### config.mk
export PLATFORM = sky130hd
export DESIGN_NAME = deterministic_strong_prime_test_64_top
export DESIGN_NICKNAME = d
export VERILOG_FILES = /design/src/hdl/dspt_pkg.sv /design/src/hdl/deterministic_strong_prime_test_64_top.sv
export SDC_FILE = /design/constraint.sdc
export NUM_CORES = 2
export LEC_CHECK = 0
export ABC_CLOCK_PERIOD_IN_PS = 11900
export BUFFER_PORTS_ARGS = -buffer_cell sky130_fd_sc_hd__clkbuf_2
export CORE_UTILIZATION = 35
export CTS_BUF_LIST = sky130_fd_sc_hd__clkbuf_8
export CTS_CLUSTER_DIAMETER = 30
export CTS_CLUSTER_SIZE = 16
export DETAILED_ROUTE_END_ITERATION = 8
export GPL_TIMING_DRIVEN = 0
export PLACE_DENSITY_LB_ADDON = 0.08
export SLEW_MARGIN = 30
export SYNTH_ARGS = -nofsm -noshare
export SYNTH_HDL_FRONTEND = slang
export SYNTH_SLANG_ARGS = --single-unit
### constraint.sdc
create_clock -name clk -period 11.9 [get_ports clk]
set_input_delay 2.38 -clock clk [delete_from_list [all_inputs] [get_ports clk]]
set_output_delay 2.38 -clock clk [all_outputs]
set_load 0.005 [all_outputs]
### src/hdl/dspt_pkg.sv
// Package for the 64-bit deterministic strong prime test.
// Holds widths, base and bound tables; no dependencies.
package dspt_pkg;

	localparam int unsigned Width = 64;
	localparam int unsigned NumBases = 12;
	localparam int unsigned BaseIdxW = 4;
	localparam int unsigned BitCntW = 7;

	function automatic logic [5:0] base_of(input logic [BaseIdxW-1:0] idx);
		logic [5:0] b;
		begin
			case (idx)
				4'd0: b = 6'd2;
				4'd1: b = 6'd3;
				4'd2: b = 6'd5;
				4'd3: b = 6'd7;
				4'd4: b = 6'd11;
				4'd5: b = 6'd13;
				4'd6: b = 6'd17;
				4'd7: b = 6'd19;
				4'd8: b = 6'd23;
				4'd9: b = 6'd29;
				4'd10: b = 6'd31;
				default: b = 6'd37;
			endcase
			return b;
		end
	endfunction

	// zero means no bound for that base
	function automatic logic [Width-1:0] bound_of(input logic [BaseIdxW-1:0] idx);
		logic [Width-1:0] v;
		begin
			case (idx)
				4'd0: v = 64'd2047;
				4'd1: v = 64'd1373653;
				4'd2: v = 64'd25326001;
				4'd3: v = 64'd3215031751;
				4'd4: v = 64'd2152302898747;
				4'd5: v = 64'd3474749660383;
				4'd6: v = 64'd341550071728321;
				4'd8: v = 64'd3825123056546413051;
				default: v = '0;
			endcase
			return v;
		end
	endfunction

	typedef enum logic [9:0] {
		ST_IDLE   = 10'b0000000001,
		ST_SETUP  = 10'b0000000010,
		ST_SPLIT  = 10'b0000000100,
		ST_RBEGIN = 10'b0000001000,
		ST_PSTEP  = 10'b0000010000,
		ST_MUL    = 10'b0000100000,
		ST_CHECK  = 10'b0001000000,
		ST_SQLOOP = 10'b0010000000,
		ST_NEXT   = 10'b0100000000,
		ST_DONE   = 10'b1000000000
	} state_t;

	typedef enum logic [1:0] {
		MU_RES = 2'd0,
		MU_SQ  = 2'd1,
		MU_X   = 2'd2
	} mul_op_t;

endpackage

### src/hdl/deterministic_strong_prime_test_64_top.sv
// Deterministic strong prime test for 64-bit candidates.
// start/busy command interface in, one done strobe per item out.
// Depends on dspt_pkg.
//
// Usage: raise start with candidate while busy is low; the item is taken at
// that edge and busy rises. When the test ends, done pulses for one cycle with
// is_prime and witness_base; busy falls in that same cycle, so the next item
// can be taken at the edge that ends it. The receiver cannot stall.
// Flow: trivial cases (below 5 or even) are settled in setup. Otherwise n-1 is split,
// then each base runs at most about 125 modular multiplications for base^d and
// the squarings after it, each one a bit-serial shift-add loop in the one shared
// modular multiplier. A prime above the last bound takes all 12 bases. The
// multiplier loop sets the rate.
// Reset clears the control state; no item is in flight afterwards.
module deterministic_strong_prime_test_64_top #(
	parameter int unsigned W = dspt_pkg::Width
) (
	input  logic         clk,
	input  logic         arst_n,
	input  logic         start,
	output logic         busy,
	input  logic [W-1:0] candidate,
	output logic         done,
	output logic         is_prime,
	output logic [5:0]   witness_base
);

	dspt_pkg::state_t st_q;
	dspt_pkg::mul_op_t op_q;

	logic [W-1:0] n_q, nm1_q, d_q, e_q, res_q, sq_q, x_q;
	logic [W-1:0] ma_q, mb_q, acc_q;
	logic [dspt_pkg::BitCntW-1:0] cnt_q, s_q, k_q;
	logic [dspt_pkg::BaseIdxW-1:0] bi_q;
	logic prime_q;
	logic [5:0] wit_q;

	// one step of the shift-add modular multiplier: acc = 2acc (+a) mod n
	logic [W:0] dbl, dbl_r, add1;
	logic [W-1:0] acc_d, acc_nx;
	always_comb begin
		dbl = {acc_q, 1'b0};
		dbl_r = (dbl >= {1'b0, n_q}) ? dbl - {1'b0, n_q} : dbl;
		acc_d = dbl_r[W-1:0];
		add1 = {1'b0, acc_d} + {1'b0, ma_q};
		if (mb_q[W-1])
			acc_nx = (add1 >= {1'b0, n_q}) ? W'(add1 - {1'b0, n_q}) : add1[W-1:0];
		else
			acc_nx = acc_d;
	end

	logic [W-1:0] base_w;
	assign base_w = W'(dspt_pkg::base_of(bi_q));

	assign busy = (st_q != dspt_pkg::ST_IDLE);

	always_ff @(posedge clk or negedge arst_n) begin
		if (!arst_n) begin
			st_q <= dspt_pkg::ST_IDLE;
			done <= 1'b0;
		end else begin
			done <= 1'b0;
			unique case (st_q)
				dspt_pkg::ST_IDLE: begin
					if (start) begin
						n_q <= candidate;
						st_q <= dspt_pkg::ST_SETUP;
					end
				end
				dspt_pkg::ST_SETUP: begin
					nm1_q <= n_q - W'(1);
					d_q <= n_q - W'(1);
					s_q <= '0;
					cnt_q <= '0;
					bi_q <= '0;
					if (n_q < W'(5)) begin
						prime_q <= (n_q == W'(2)) || (n_q == W'(3));
						wit_q <= '0;
						st_q <= dspt_pkg::ST_DONE;
					end else if (!n_q[0]) begin
						prime_q <= 1'b0;
						wit_q <= 6'd2;
						st_q <= dspt_pkg::ST_DONE;
					end else begin
						st_q <= dspt_pkg::ST_SPLIT;
					end
				end
				dspt_pkg::ST_SPLIT: begin
					// strip one trailing zero per cycle
					if (!d_q[0]) begin
						d_q <= d_q >> 1;
						s_q <= s_q + 1'b1;
					end else begin
						st_q <= dspt_pkg::ST_RBEGIN;
					end
				end
				dspt_pkg::ST_RBEGIN: begin
					res_q <= W'(1);
					sq_q <= (base_w >= n_q) ? base_w - n_q : base_w;
					e_q <= d_q;
					st_q <= dspt_pkg::ST_PSTEP;
				end
				dspt_pkg::ST_PSTEP: begin
					acc_q <= '0;
					cnt_q <= '0;
					if (e_q[0]) begin
						op_q <= dspt_pkg::MU_RES;
						ma_q <= res_q;
						mb_q <= sq_q;
						e_q <= e_q >> 1;
						st_q <= dspt_pkg::ST_MUL;
					end else if (e_q == '0) begin
						x_q <= res_q;
						k_q <= 7'd1;
						st_q <= dspt_pkg::ST_CHECK;
					end else begin
						op_q <= dspt_pkg::MU_SQ;
						ma_q <= sq_q;
						mb_q <= sq_q;
						e_q <= e_q >> 1;
						st_q <= dspt_pkg::ST_MUL;
					end
				end
				dspt_pkg::ST_MUL: begin
					if (cnt_q == 7'(W - 1)) begin
						cnt_q <= '0;
						acc_q <= '0;
						unique case (op_q)
							dspt_pkg::MU_RES: begin
								res_q <= acc_nx;
								// square next unless exponent exhausted
								if (e_q == '0) begin
									x_q <= acc_nx;
									k_q <= 7'd1;
									st_q <= dspt_pkg::ST_CHECK;
								end else begin
									op_q <= dspt_pkg::MU_SQ;
									ma_q <= sq_q;
									mb_q <= sq_q;
								end
							end
							dspt_pkg::MU_SQ: begin
								sq_q <= acc_nx;
								st_q <= dspt_pkg::ST_PSTEP;
							end
							default: begin
								x_q <= acc_nx;
								k_q <= k_q + 1'b1;
								st_q <= dspt_pkg::ST_SQLOOP;
							end
						endcase
					end else begin
						acc_q <= acc_nx;
						mb_q <= mb_q << 1;
						cnt_q <= cnt_q + 1'b1;
					end
				end
				dspt_pkg::ST_CHECK: begin
					if (x_q == W'(1) || x_q == nm1_q)
						st_q <= dspt_pkg::ST_NEXT;
					else
						st_q <= dspt_pkg::ST_SQLOOP;
				end
				dspt_pkg::ST_SQLOOP: begin
					if (op_q == dspt_pkg::MU_X && x_q == nm1_q && k_q != 7'd1) begin
						st_q <= dspt_pkg::ST_NEXT;
					end else if (k_q < s_q) begin
						op_q <= dspt_pkg::MU_X;
						ma_q <= x_q;
						mb_q <= x_q;
						acc_q <= '0;
						cnt_q <= '0;
						st_q <= dspt_pkg::ST_MUL;
					end else begin
						prime_q <= 1'b0;
						wit_q <= dspt_pkg::base_of(bi_q);
						st_q <= dspt_pkg::ST_DONE;
					end
				end
				dspt_pkg::ST_NEXT: begin
					op_q <= dspt_pkg::MU_RES;
					if ((n_q < dspt_pkg::bound_of(bi_q)) ||
					    (bi_q == 4'(dspt_pkg::NumBases - 1))) begin
						prime_q <= 1'b1;
						wit_q <= '0;
						st_q <= dspt_pkg::ST_DONE;
					end else begin
						bi_q <= bi_q + 1'b1;
						st_q <= dspt_pkg::ST_RBEGIN;
					end
				end
				dspt_pkg::ST_DONE: begin
					is_prime <= prime_q;
					witness_base <= wit_q;
					done <= 1'b1;
					st_q <= dspt_pkg::ST_IDLE;
				end
				default: st_q <= dspt_pkg::ST_IDLE;
			endcase
		end
	end

endmodule

---- After elaboration in Yosys (flattened, before gate mapping) ----
Memories as Yosys holds them, arrays and structs flattened. A register that Yosys moved wholly into a read port is not among the register bits.
Index checks and enable logic that the tools add are counted.
W data, S select, Z words.
word-level totals
  memories ................................ 3
  memory bits (read-only) ................. 1024
  bits in registers ....................... 692
  output and inout bits ................... 9
  logic and storage cells ................. 203
  input port bits ......................... 67
cells by class
  equality and inequality tests ........... 38
  reduce and logical (&&, ||, !) cells .... 36
  add/subtract/negate cells ............... 9
  multiplexer cells ....................... 88
  order comparisons ....................... 6
memories
  name             depth  width  rd ports  clocked after memory_dff  wr ports  line            source
  (no name shown)  16     52     1         1                         0         dspt_pkg.sv:35  case (idx)
  (no name shown)  16     6      1         1                         0         dspt_pkg.sv:13  case (idx)
  (no name shown)  16     6      1         1                         0         dspt_pkg.sv:13
operator list
  kind                     count
  $mux W64                 29
  $pmux W64 S2             6
  $pmux W64 S3             3
  $ge A65 B64 Y1           2
  $eq A64 B2 Y1 const B    2
  $sub A64 B64 Y64         2
  $mux W10                 9
  $pmux W10 S9             1
  $add A64 B64 Y65         1
  $eq A64 B1 Y1 const B    1
  $eq A64 B64 Y1           1
  $ge A6 B64 Y1            1
  $logic_not A64 Y1        1
  $lt A64 B3 Y1 const B    1
  $lt A64 B64 Y1           1
  $sub A6 B64 Y64          1
  $sub A64 B1 Y64 const B  1
  $mux W7                  9
  $pmux W7 S2              3
  $mux W6                  5
  $ne A2 B2 Y1 const B     12
  $add A7 B1 Y7 const B    3
  $pmux W7 S3              1
  $pmux W10 S2             1
  other kinds (42)         80

---- Longest topological paths before layout ----
  depth after elaboration ................. 10
  gate-level depth with buffers ........... 43
  mapped depth without buffers ............ 34

---- Worst setup path after synthesis ----
No wires, ideal clock.
  path type ............................... input-to-reg
  from .................................... input port arst_n
  to ...................................... register d_q[10], enable pin
  arrival ................................. 8.009 ns
  setup time .............................. 0.605 ns
  setup slack ............................. 3.286 ns
  stages .................................. 4
  data required time ...................... 11.295 ns
  path buffers ............................ 1
  cells stage by stage .................... clkbuf_1 > inv_1 > a21oi_1 > a21boi_0
between the ends
  cells in the longest elaborated chain, start to end .. 1
ends and longest elaborated chain
  item                                line                                          source
  start, declared                     deterministic_strong_prime_test_64_top.sv:19  input logic arst_n,
  $reduce_and A3 Y1 (no source line)  n/a
  end signal, assigned                deterministic_strong_prime_test_64_top.sv:72  d_q <= n_q - W'(1);
  end signal, assigned                deterministic_strong_prime_test_64_top.sv:91  d_q <= d_q >> 1;
  end, declared                       deterministic_strong_prime_test_64_top.sv:31  logic [W-1:0] n_q, nm1_q, d_q, e_q, res_q, sq_q, x_q;
No other way between the ends.
A chain may end at the register's enable or synchronous reset.

---- Final worst setup path ----
  from .................................... register n_q[7]
  to ...................................... register x_q[48] (data pin)
between the ends
  cells in the longest elaborated chain, start to end .. 10
  elaborated cells on any way between the ends .. 12
  those cells by class .................... 3 x add/sub; 2 x order compare; 7 x mux
ends and longest elaborated chain
  item                                                line                                           source
  start, declared                                     deterministic_strong_prime_test_64_top.sv:31
  start signal, assigned                              deterministic_strong_prime_test_64_top.sv:66   n_q <= candidate;
  $sub A64 B64 Y64 or $ge A65 B64 Y1 (tied branches)  deterministic_strong_prime_test_64_top.sv:43   dbl_r = (dbl >= {1'b0, n_q}) ? dbl - {1'b0, n_q} : dbl;
  $mux W64                                            deterministic_strong_prime_test_64_top.sv:43
  $add A64 B64 Y65                                    deterministic_strong_prime_test_64_top.sv:45   add1 = {1'b0, acc_d} + {1'b0, ma_q};
  $sub A64 B64 Y64 or $ge A65 B64 Y1 (tied branches)  deterministic_strong_prime_test_64_top.sv:47   acc_nx = (add1 >= {1'b0, n_q}) ? W'(add1 - {1'b0, n_q}) : add1[W-1:0];
  $mux W64                                            deterministic_strong_prime_test_64_top.sv:47
  $mux W64 *                                          deterministic_strong_prime_test_64_top.sv:46   if (mb_q[W-1])
  $mux W64                                            deterministic_strong_prime_test_64_top.sv:132  if (e_q == '0) begin
  $pmux W64 S2 *                                      deterministic_strong_prime_test_64_top.sv:128  unique case (op_q)
  $mux W64 *                                          deterministic_strong_prime_test_64_top.sv:125  if (cnt_q == 7'(W - 1)) begin
  $pmux W64 S2 *                                      deterministic_strong_prime_test_64_top.sv:63   unique case (st_q)
  end signal, assigned                                deterministic_strong_prime_test_64_top.sv:113  x_q <= res_q;
  end signal, assigned                                deterministic_strong_prime_test_64_top.sv:133  x_q <= acc_nx;
  end signal, assigned                                deterministic_strong_prime_test_64_top.sv:147  x_q <= acc_nx;
  end, declared                                       deterministic_strong_prime_test_64_top.sv:31
Every way passes the cells marked *; elsewhere a longest branch is shown, timed or not. The select of a mux whose other input is x is not followed.

==> results.ini <==
[detailed_routing]
antenna_left=0
drc=0
routed_wl_mm=261.7
viasPerCell=6.068
drt_first_pass_iters=6
wl_per_cell_um=34.11
drtIter0Drc=5989
num_vias=46560

[sta]
worstMarginPinSlew_ns=1.158
fin_skew_ns=0.09670
setup_viol=1
final_max_slew_viol_count=0
min_period_ns=11.91
rsz0062_at_grt=false
clock.fmax_mhz=83.99
finalCritPeriodShare_pct=100.1
hold_viol=0
finalWorstSetupSlack_ns=-0.005970
maxSlewHeadroom_pct=22.82

[cts]
cts-root-buf=clkbuf_8
cts_max_path_buffers=3
cts_buffers=199
clk_latency_ns=1.00
clock_sinks=735
clk_pin_slew_ns=0.06
ctsHoldBuffers=0
htreeDepth=4
cts_tree=done

[floorplanning]
ioPinCount=76
die_x_um=376.7
die-area_um2=141900
fp.coreArea_um2=139400
floorplan.initialDensity_pct=35.26
die_h_um=376.7
rows=137

[synthesis]
ys_seq_elements=735
synth_fp_nets=5598
synthTopCellsByArea=edfxtp_1 42%, ha_1 7.0%, nand2_1 6.7%, a21oi_1 3.7%, xnor2_1 3.2%
yosysWarnings=0
synth_top_area_share_pct=41.61
ys_seq_area_share_pct=43.93
async_reset_ff_share_pct=1.497
synth_flop_cell=edfxtp_1
netlist_area_um2=49140
yosys.cell_types.count=100
synth-edff-count=681
yosys.area.top_type=edfxtp_1
synthCells=5253
syn_area_per_cell_um2=9.355

[final_layout]
drive_gt1_share_pct=12.76
utilization_pct=41.71
syn_to_final_growth_pct=18.29
num-fill-cells=13970
nets=5963
fin_cells=7672

[grt]
grt_usage_pct=36.05
grt_pass1_vias=43600
antenna_found_initial=16
grt_overflow=0
grt_pass1_wl_mm=352.6
grt_max_degree=45

[place]
place_inst=7249
gp_congestion=1.017
io_buffers=75
dpl.hpwl_mm=208.7

[critical_path]
critical_path_buf_inv_count=10
crit_path_end_kind=flop
cp_max_fo=10
slowest_stage=a32oi_4
cp.required_ns=12.71
crit_top_cell=buf_4
cpPeakStageDelay_ns=0.56
cp-start-kind=flop
worstSetupPathType=flop to flop
cp_top_family=compound AO/OA/AOI/OAI gates
crit_arrival_ns=12.71

[hold_path]
hold_path_class=flop to flop

[power_and_ir_drop]
p_leak_uw=0.02260
ir_worst_vdd_mv=0.1257
p_per_area_nw_per_um2=140.4

[run]
maxCapViolations=0

[run_status]
status=finished with violations
failed_checks=setup timing

## cells by family after synthesis
kind of cell               share of synthesized area, %
xor gates and xnor gates                          5.792
adders and majority gates                         7.139
buffers and inverters                             3.980
muxes                                             3.007
AOI/OAI and AO/OA                                 18.73
DFF                                               43.93
and+or+nand+nor                                   17.42
## through the flow
step           worst slack [ns]  hold WS [ns]  instance area, um2  total power, uW  setup TNS, ns
6_report              -0.005970        0.4160               58130             8164      -0.005970
5_1_grt                 0.01852        0.4176               58120             8409              0
2_1_floorplan             3.286        0.4003               49140             3840              0
3_3_place_gp             -3.599        0.4068               51860             4361       -1098.08
3_5_place_dp             -2.017        0.4054               52790             4372        -407.88
4_1_cts                0.006401        0.4179               57860             8151              0
## report_power, final
group | internal, uW | total, uW | switching [uW]
Clock | 2190 | 3760 | 1570
Sequential | 2970 | 3100 | 134
Combinational | 410 | 1300 | 889
Total | 5570 | 8160 | 2600
## what timing repair did
action                                  4_1_cts  5_1_grt
buffers inserted                             26       19
pin swaps                                     8        6
endpoints found under the setup margin      256      243
resized for setup                            55       25
## worst paths after layout
kind	start	end	slack (ns)	depth (start not counted)
worst min register to register	wit_q[5]	witness_base[5]	0.42	0
max in group asynchronous	arst_n	st_q[0]	10.17	1
worst max-delay path	n_q[7]	x_q[48]	-0.006	39
min in group asynchronous	arst_n	done	1.36	1
worst max register to register	n_q[7]	x_q[48]	-0.006	39
worst min-delay path	wit_q[5]	witness_base[5]	0.42	0
## routing by layer
metal / part of all wire, % / GRT usage, % / wire length [um]
met2: 41 / 51.27 / 107100
met4: 6.4 / 20.50 / 16840
met5: 0.0042 / 0 / 11
met3: 9.8 / 7.972 / 25570
met1: 43 / 50.07 / 112100
## cell type report
class	instances	area, um2	area share [%]
multi-input cells	4022	26170	45.02
flip-flops and latches	735	21590	37.14
clock buffers	201	2766	4.759
well taps	1876	2347	4.038
clock inverters	172	1775	3.054
repair buffers	165	1410	2.426
plain buffers	274	1187	2.043
inverters	221	870.8	1.498
diodes	6	15.01	0.02583
## cells in the final DEF (no fill, tap or decap), types with 43 or more instances in the layout
| cell type | instances |
|---|---|
| clkbuf_2 | 109 |
| o211ai_1 | 66 |
| o221ai_1 | 99 |
| a21oi_1 | 354 |
| nor4_1 | 85 |
| mux2i_1 | 97 |
| ha_1 | 274 |
| clkbuf_8 | 201 |
| nand3_1 | 97 |
| inv_1 | 235 |
| nand4_1 | 85 |
| and2_1 | 46 |
| nor3_1 | 56 |
| edfxtp_1 | 681 |
| xnor2_1 | 180 |
| dfxtp_1 | 43 |
| xor2_1 | 142 |
| clkbuf_1 | 179 |
| a21o_1 | 138 |
| buf_4 | 77 |
| nor2_1 | 363 |
| a31oi_1 | 94 |
| o21ai_0 | 308 |
| nor2b_1 | 69 |
| nand2_1 | 871 |
## synthesized netlist by cell type (10+ instances only)
cell       count
clkbuf_1     214
o21ai_0      315
a21boi_0      15
and4_1        16
nor4_1        93
o21ai_1       12
xor2_1       143
or2_1         10
dfrtp_1       10
o21bai_1      35
or3_1         23
o22ai_1       13
nor2_1       367
a211oi_1      28
nor3_1        63
nand3_1       98
nor3b_1       15
nand2_1      871
o211a_1       10
nor2b_1       71
mux2_1        17
o211ai_1      66
and2_1        48
a21oi_1      362
o21a_1        25
mux2_2        28
o2111ai_1     14
and3_1        38
a211o_1       22
a21o_1       138
inv_1        218
buf_2         28
nand2b_1      31
ha_1         274
o31ai_1       14
o221ai_1     100
edfxtp_1     681
a221oi_1      11
mux2i_1       97
dfxtp_1       43
or2_2         18
nand4_1       85
xnor2_1      182
a31oi_1       97
buf_1         19
Note: power is estimated with default switching activity, not from simulation.
